--- config.mk ---
export PLATFORM = sky130hd
export DESIGN_NAME = rod_ctrl
export DESIGN_NICKNAME = d
export VERILOG_FILES = /design/src/design/rod_pkg.sv /design/src/design/rod_ctrl.sv
export SDC_FILE = /design/constraint.sdc
export NUM_CORES = 1
export LEC_CHECK = 0
export BUFFER_PORTS_ARGS = -buffer_cell sky130_fd_sc_hd__buf_2
export CAP_MARGIN = 20
export CORE_MARGIN = 2
export CORE_UTILIZATION = 40
export CTS_BUF_LIST = sky130_fd_sc_hd__clkbuf_2
export DETAILED_ROUTE_END_ITERATION = 6
export GPL_ROUTABILITY_DRIVEN = 0
export PLACE_DENSITY = 0.7
export SKIP_LAST_GASP = 1
export SLEW_MARGIN = 15
export SYNTH_ARGS = -nofsm -noshare
export SYNTH_HDL_FRONTEND = slang
export SYNTH_SLANG_ARGS = --single-unit
--- constraint.sdc ---
create_clock -name clk -period 1.6 [get_ports clk]
set_input_delay 0.16 -clock clk [delete_from_list [all_inputs] [get_ports clk]]
set_output_delay 0.16 -clock clk [all_outputs]
set_load 0.05 [all_outputs]
--- src/design/rod_pkg.sv ---
// shared types, constants and codes of the rans order-0 decoder
package rod_pkg;

  localparam int NUM_SYMBOLS_DEF = 256;
  localparam int SCALE_BITS_DEF  = 12;

  localparam int FUNC_BITS   = 2;
  localparam int SYM_BITS    = 8;
  localparam int FREQ_BITS   = 13;
  localparam int BYTE_BITS   = 8;
  localparam int OWED_BITS   = 3;
  localparam int STATUS_BITS = 2;
  localparam int STATE_BITS  = 32;

  localparam logic [OWED_BITS-1:0]  BOOT_BYTES  = 3'd4;
  localparam logic [STATE_BITS-1:0] LOWER_BOUND = 32'h0080_0000;

  typedef enum logic [FUNC_BITS-1:0] {
    FUNC_LOAD   = 2'd0,
    FUNC_START  = 2'd1,
    FUNC_PUSH   = 2'd2,
    FUNC_DECODE = 2'd3
  } func_t;

  typedef enum logic [STATUS_BITS-1:0] {
    STATUS_OK      = 2'd0,
    STATUS_BAD_SUM = 2'd1,
    STATUS_SEQ_ERR = 2'd2
  } status_t;

  typedef enum logic [3:0] {
    ST_IDLE,
    ST_SUM_RD,
    ST_SUM_ADD,
    ST_SUM_CHK,
    ST_BUILD_RD,
    ST_BUILD_CUM,
    ST_BUILD_FILL,
    ST_DEC_TAB,
    ST_DEC_MUL,
    ST_DEC_UPD,
    ST_FINISH
  } ctrl_state_t;

  typedef struct packed {
    logic    accept;
    logic    status_set;
    status_t status_val;
    logic    freq_we;
    logic    end_stream;
    logic    push;
    logic    use_cnt;
    logic    cnt_clr;
    logic    cnt_inc;
    logic    sum_clr;
    logic    sum_add;
    logic    pos_clr;
    logic    cum_we;
    logic    fill;
    logic    mul;
    logic    dec_commit;
    logic    start_ok;
    logic    out_load;
  } dp_cmd_t;

  typedef struct packed {
    logic started;
    logic owed_zero;
    logic cnt_last;
    logic sum_ok;
    logic rem_zero;
  } dp_stat_t;

endpackage

--- src/design/rod_ctrl.sv ---
// controller state machine of the rans order-0 decoder
module rod_ctrl (
  input  logic                           clk,
  input  logic                           rst_n,
  input  logic                           in_valid,
  input  logic [rod_pkg::FUNC_BITS-1:0]  in_func,
  output logic                           in_stall,
  output logic                           out_valid,
  input  logic                           out_stall,
  output rod_pkg::dp_cmd_t               cmd,
  input  rod_pkg::dp_stat_t              st
);
  import rod_pkg::*;

  ctrl_state_t state_r, state_nxt;
  logic        out_valid_r, out_valid_nxt;
  logic        out_free;

  assign out_free  = !out_valid_r || !out_stall;
  assign out_valid = out_valid_r;
  assign in_stall  = (state_r != ST_IDLE);

  always_ff @(posedge clk) begin
    if (!rst_n) begin
      state_r     <= ST_IDLE;
      out_valid_r <= 1'b0;
    end else begin
      state_r     <= state_nxt;
      out_valid_r <= out_valid_nxt;
    end
  end

  // next state
  always_comb begin
    state_nxt = state_r;
    unique case (state_r)
      ST_IDLE: begin
        if (in_valid) begin
          unique case (func_t'(in_func))
            FUNC_LOAD:   state_nxt = ST_FINISH;
            FUNC_START:  state_nxt = ST_SUM_RD;
            FUNC_PUSH:   state_nxt = ST_FINISH;
            FUNC_DECODE: state_nxt = (st.started && st.owed_zero) ? ST_DEC_TAB : ST_FINISH;
          endcase
        end
      end
      ST_SUM_RD:   state_nxt = ST_SUM_ADD;
      ST_SUM_ADD:  state_nxt = st.cnt_last ? ST_SUM_CHK : ST_SUM_RD;
      ST_SUM_CHK:  state_nxt = st.sum_ok ? ST_BUILD_RD : ST_FINISH;
      ST_BUILD_RD: state_nxt = ST_BUILD_CUM;
      ST_BUILD_CUM: state_nxt = ST_BUILD_FILL;
      ST_BUILD_FILL: begin
        if (st.rem_zero) begin
          state_nxt = st.cnt_last ? ST_FINISH : ST_BUILD_RD;
        end
      end
      ST_DEC_TAB: state_nxt = ST_DEC_MUL;
      ST_DEC_MUL: state_nxt = ST_DEC_UPD;
      ST_DEC_UPD: state_nxt = ST_FINISH;
      ST_FINISH:  state_nxt = out_free ? ST_IDLE : ST_FINISH;
      default:    state_nxt = ST_IDLE;
    endcase
  end

  // commands
  always_comb begin
    cmd            = '0;
    cmd.status_val = STATUS_OK;
    unique case (state_r)
      ST_IDLE: begin
        if (in_valid) begin
          cmd.accept     = 1'b1;
          cmd.status_set = 1'b1;
          unique case (func_t'(in_func))
            FUNC_LOAD: begin
              cmd.freq_we    = 1'b1;
              cmd.end_stream = 1'b1;
            end
            FUNC_START: begin
              cmd.cnt_clr = 1'b1;
              cmd.sum_clr = 1'b1;
            end
            FUNC_PUSH: begin
              if (!st.started || st.owed_zero) begin
                cmd.status_val = STATUS_SEQ_ERR;
              end else begin
                cmd.push = 1'b1;
              end
            end
            FUNC_DECODE: begin
              if (!st.started || !st.owed_zero) begin
                cmd.status_val = STATUS_SEQ_ERR;
              end
            end
          endcase
        end
      end
      ST_SUM_RD: cmd.use_cnt = 1'b1;
      ST_SUM_ADD: begin
        cmd.sum_add = 1'b1;
        cmd.cnt_inc = !st.cnt_last;
      end
      ST_SUM_CHK: begin
        if (st.sum_ok) begin
          cmd.cnt_clr = 1'b1;
          cmd.pos_clr = 1'b1;
        end else begin
          cmd.end_stream = 1'b1;
          cmd.status_set = 1'b1;
          cmd.status_val = STATUS_BAD_SUM;
        end
      end
      ST_BUILD_RD:  cmd.use_cnt = 1'b1;
      ST_BUILD_CUM: cmd.cum_we  = 1'b1;
      ST_BUILD_FILL: begin
        if (!st.rem_zero) begin
          cmd.fill = 1'b1;
        end else if (st.cnt_last) begin
          cmd.start_ok = 1'b1;
        end else begin
          cmd.cnt_inc = 1'b1;
        end
      end
      ST_DEC_TAB: ;
      ST_DEC_MUL: cmd.mul        = 1'b1;
      ST_DEC_UPD: cmd.dec_commit = 1'b1;
      ST_FINISH:  cmd.out_load   = out_free;
      default: ;
    endcase
  end

  always_comb begin
    out_valid_nxt = out_valid_r;
    if (cmd.out_load) begin
      out_valid_nxt = 1'b1;
    end else if (!out_stall) begin
      out_valid_nxt = 1'b0;
    end
  end

endmodule

==> results.toml, run 1 <==
[synth]
ys.flop_type = "dfxtp_1"
yosys.area.top_type = "dfxtp_1"
synthCells = 83
synth_top_area_share_pct = 16.5
netlist_area_um2 = 606
syn-num-nets = 94
synth-seq-cells = 5
ys_async_sr_fraction_pct = 0
synth_cell_types = 40
yosysSeqAreaShare_pct = 16.5
synth_area_leaders = "dfxtp_1 17%, nor3_1 6.6%, nand2_1 6.2%"
syn_area_per_cell_um2 = 7.30
synth_edf_count = 0
ys_warn_count = 0

[placed_design]
dp_hpwl_um = 1560
dpl_worst_slack_ns = 0.0382
numPortBuffers = 31

[detailed_routing]
wire_per_inst_um = 14.1
detail-route-antenna-nets = 0
avgViaCountPerCell = 5.71
firstDrtPassIters = 4
drt_iter0_drc = 9
routed_wl_um = 1960
vias = 794
drc_errors = 0

[timing]
setup_ws_ns = -0.00364
setup_viol = 1
period_needed_ns = 1.60
tns_ns = -0.00364
drv_slew = 0
slew_headroom_pct = 77.1
finalCritPeriodShare_pct = 100
fmax_ghz = 0.624
holdWs_ns = 0.204
rsz0062_at_grt = "yes"
tightestPinTransition_ns = 0.338
finalHoldViolCount = 0
fin_skew_ns = 0.00102

[power]
p_leak_nw = 0.484
power_density_mw_per_mm2 = 2110
ir_drop_mv = 1.42
finalPower_mw = 2.22

[hold_path]
hp-start = "rst_n"
hp-class = "primary input to flip-flop"
min_path_cells = 2
whs_endpoint = "out_valid"

[global_routing]
grt_use_met3_pct = 2.98
grt.busiest_layer = "met2"
overflow = 0
met1_usage_pct = 26.8
use_met2_pct = 43.0
grt_usage_pct = 23.0
grt_max_degree = 10
grt_pass1_wl_um = 3300
grt_pass1_vias = 776
antenna_found_initial = 0

[clocking]
cts_tree = "done"
htree_levels = 1
cts_buffers = 3
cts_hold_buf = 0
cts.sinks = 5
root_buffer = "clkbuf_2"
insertion_delay_ns = 0.22
clockBufferDepth = 2
clk_pin_slew_ns = 0.06

[final_layout]
nets = 135
final_cell_mix = "19 x buf_2, 15 x buf_4, 9 x nand2_1"
drive_above_1_share_pct = 61.8
area_growth_pct = 73.3
n_antenna_cell = 0
final_common_cell = "buf_2"
utilization_pct = 72.2

[worst_setup_path]
r2r_slack_ns = 0.11
worstReg2RegEnd = "state_r[0]"
crit_type = "flip-flop to output port"
r2r-start = "state_r[2]"
rr_worst_depth = 5
crit_fanout = 7
critPathArrivalTime_ns = 1.44
crit_path_end_kind = "output port"
critPathLaunchType = "flip-flop"
required_ns = 1.44

[run_status]
outcome = "complete, but fails checks"
violations = "setup timing"

[die]
row_count = 14
io_pins = 32
die_w_um = 42.9
dieHeight_um = 42.9
die_area_mm2 = 0.00184
start_util_pct = 41.7
core_mm2 = 0.00145

[flow_run]
drv_cap = 0
metrics by stage:
| step | area, um^2 | std cells |
|---|---|---|
| global placement | 941 | 134 |
| floorplan | 738 | 83 |
| CTS | 991 | 139 |
| global route | 1050 | 139 |
| finish | 1050 | 139 |
| detailed placement | 941 | 134 |
sequential cells by signal, indices dropped and copies added (netlist names):
signal and flops:
out_valid 1, state_r 4
cell families (layout without fill, tap and decap cells):
| kind of cell | after synthesis | after routing | synth area share [%] |
|---|---|---|---|
| compound gates | 19 | 19 | 24.4 |
| xor+xnor | 2 | 2 | 2.89 |
| buf+inv | 11 | 51 | 9.91 |
| flops | 5 | 5 | 16.5 |
| simple gates | 46 | 46 | 46.3 |
area by class of cell:
class | instances | area [um^2]
tap | 16 | 20.0
fill | 125 | 404
multi-input combinational | 67 | 574
clock buffer | 4 | 20.0
inverter | 4 | 22.5
sequential | 5 | 108
timing repair buffer | 43 | 305
worst max-delay path, stage by stage (launching register included):
cell and delay [ns]:
dfxtp_2 0.37, nor2_4 0.15, nand3_4 0.15, inv_8 0.08, nand2_4 0.05, nor4b_4 0.23, buf_6 0.19
synth_stat cells, types with 2 or more instances:
master    count
dfxtp_1       5
o32ai_1       2
nor3_1        8
o21ai_1       2
inv_1         3
or2_2         2
nor4_1        2
buf_4         2
buf_2         3
nor2b_1       2
nor2_1        4
xnor2_1       2
nand2b_1      6
nor3b_2       2
a21oi_1       4
nand2_1      10
timing repair:
| action | in CTS | in global routing |
|---|---|---|
| pin swaps | 3 | 7 |
| resized for setup | 9 | 25 |
| setup buffers | 1 | 0 |
| setup endpoints to repair | 12 | 16 |
report_power, final:
part           internal [mW]  switching, mW  total [mW]
logic                  0.661           1.14        1.80
clock network         0.0662         0.0560       0.122
registers              0.181          0.109       0.290
how the worst max path moves through the flow:
stage	from	slack, ns	endpoint	depth (start not counted)
after global placement	state_r[0]	0.09	cmd[12]	6
after detailed placement	state_r[0]	0.04	cmd[12]	6
after floorplan	state_r[3]	-0.27	cmd[5]	3
after CTS	state_r[2]	-0.02	cmd[12]	6
final	state_r[1]	-0.004	cmd[12]	6
after global routing	state_r[3]	-0.07	cmd[12]	6
routing by layer:
metal | share of wire (%) | up-vias | wire, um
met4 | 1.0 | 0 | 20
met3 | 5.5 | 5 | 108
met2 | 56 | 36 | 1100
met5 | 0 | - | 0
li1 | - | 385 | -
met1 | 38 | 368 | 736
(Power assumes the default switching activity.)
==> run 2: changes to the inputs <==
--- a/config.mk
+++ b/config.mk
@@ -8,11 +8,11 @@
 export BUFFER_PORTS_ARGS = -buffer_cell sky130_fd_sc_hd__buf_2
 export CAP_MARGIN = 20
 export CORE_MARGIN = 2
-export CORE_UTILIZATION = 40
+export CORE_UTILIZATION = 35
 export CTS_BUF_LIST = sky130_fd_sc_hd__clkbuf_2
 export DETAILED_ROUTE_END_ITERATION = 6
 export GPL_ROUTABILITY_DRIVEN = 0
-export PLACE_DENSITY = 0.7
+export PLACE_DENSITY = 0.63
 export SKIP_LAST_GASP = 1
 export SLEW_MARGIN = 15
 export SYNTH_ARGS = -nofsm -noshare
==> results.toml, run 2 (synthesis gave the netlist of run 1 again) <==
[global_routing]
grt_max_degree = 12
grt_usage_pct = 19.3
grt_pass1_vias = 655
antenna_found_initial = 0
overflow = 0
grt_pass1_wl_um = 2960

[detailed_routing]
avgViaCountPerCell = 5.56
routed_wl_um = 1970
drt_iter0_drc = 41
detail-route-antenna-nets = 0
drc_errors = 0
firstDrtPassIters = 4
wire_per_inst_um = 13.7
vias = 801

[power]
ir_drop_mv = 1.29
clockPowerShare_pct = 5.1
netSwitchingFraction_pct = 57.4
power_frac_seq_pct = 11.7
power_density_mw_per_mm2 = 2080
p_comb_share_pct = 83.2
switching_power_mw = 1.33
p_leak_nw = 0.523
p_int_mw = 0.983

[timing]
tightestPinTransition_ns = 0.339
setup_viol = 6
setup_ws_ns = -0.0331
fmax_ghz = 0.612
holdWs_ns = 0.197
period_needed_ns = 1.63
finalCritPeriodShare_pct = 102
fin_skew_ns = 0.00638
rsz0062_at_grt = "yes"
finalHoldViolCount = 0
drv_slew = 0
slew_headroom_pct = 77.2

[placed_design]
numPortBuffers = 31
dpl_worst_slack_ns = 0.0316
dp_hpwl_um = 1410
dpl_cell_area_um2 = 912

[die]
start_util_pct = 36.3
dieHeight_um = 45.6
die_area_mm2 = 0.00208
row_count = 15
core_mm2 = 0.00167
io_pins = 32
die_w_um = 45.6

[clocking]
cts_tree = "done"
cts_hold_buf = 0
cts_buffers = 3
clockBufferDepth = 2
root_buffer = "clkbuf_2"
clk_pin_slew_ns = 0.06
insertion_delay_ns = 0.22
cts.sinks = 5
htree_levels = 1

[final_layout]
post-route-cell-area_mm2 = 0.00111
final_common_cell = "buf_2"
n_antenna_cell = 0
area_growth_pct = 83.3
final_cell_mix = "19 x buf_2, 18 x buf_4, 8 x nand2_1"
nets = 139
largest_reg_flops = 4
drive_above_1_share_pct = 63.8
regMostFlops = "state_r"

[worst_setup_path]
critPathArrivalTime_ns = 1.47
r2r_slack_ns = 0.04
crit_path_end_kind = "output port"
crit_type = "flip-flop to output port"
crit_fanout = 6
startpoint = "state_r[0]"
required_ns = 1.44
r2r-start = "state_r[2]"
critPathLaunchType = "flip-flop"

[hold_path]
hp-start = "rst_n"
hp-class = "primary input to flip-flop"

[flow_run]
drv_cap = 0

[run_status]
violations = "setup timing"
outcome = "complete, but fails checks"
run 2: cell types whose count changed in the layout (fill, tap and decap cells not counted), sizes merged:
cell,before,now
buf,42,44
clkbuf,5,6
dlymetal6s2s,0,1
run 2: power by group through the flow:
| stage | registers, mW | logic [mW] | clock network (mW) |
|---|---|---|---|
| after floorplan | 0.211 | 1.35 | 0 |
| after global placement | 0.268 | 1.60 | 0 |
| after detailed placement | 0.266 | 1.61 | 0 |
| after CTS | 0.275 | 1.68 | 0.120 |
| after global routing | 0.275 | 2.04 | 0.127 |
| final | 0.269 | 1.92 | 0.118 |
run 2: layout make-up:
cell class	count	area (um^2)
multi-input cells	67	581
fillers	152	561
repair buffers	47	353
flip-flops and latches	5	113
inverters	4	22.5
well taps	17	21.3
clock buffers	4	20.0
run 2: what timing repair did:
item                       CTS  global route
setup endpoints to repair   15            13
resized for setup           15            19
buffers inserted             3             6
pin swaps                    3             9
run 2: path summary, 6_finish.rpt:
check               endpoint  cells after the start
hold / removal     out_valid                      2
setup / recovery      cmd[5]                      5
hold reg to reg   state_r[2]                      1
setup reg to reg  state_r[2]                      6
run 2: critical path, stage by stage, from the launching register on:
cell and delay (ns):
dfxtp_4 0.38, dlymetal6s2s_1 0.20, buf_4 0.15, inv_1 0.09, nor3_1 0.20, buf_4 0.22
run 2: stage by stage:
| step | power, mW | TNS [ns] | util [%] | cells |
|---|---|---|---|---|
| finish | 2.31 | -0.0935 | 66.4 | 144 |
| global route | 2.44 | -0.683 | 66.4 | 144 |
| CTS | 2.07 | -0.00927 | 59.7 | 138 |
| detailed placement | 1.87 | 0 | 54.6 | 131 |
| global placement | 1.87 | 0 | 54.6 | 131 |
| floorplan | 1.56 | -1.28 | - | 83 |
run 2: metal layers:
metal  track usage, %  vias to the layer above  part of all wire, %  wire length [um]
met5                0                        -                    0                 0
met4             8.24                        0                    0                 0
met3             1.19                        0                  5.3               104
met2             30.4                       34                   51               997
met1             26.9                      376                   44               871
li1                 -                      391                    -                 -
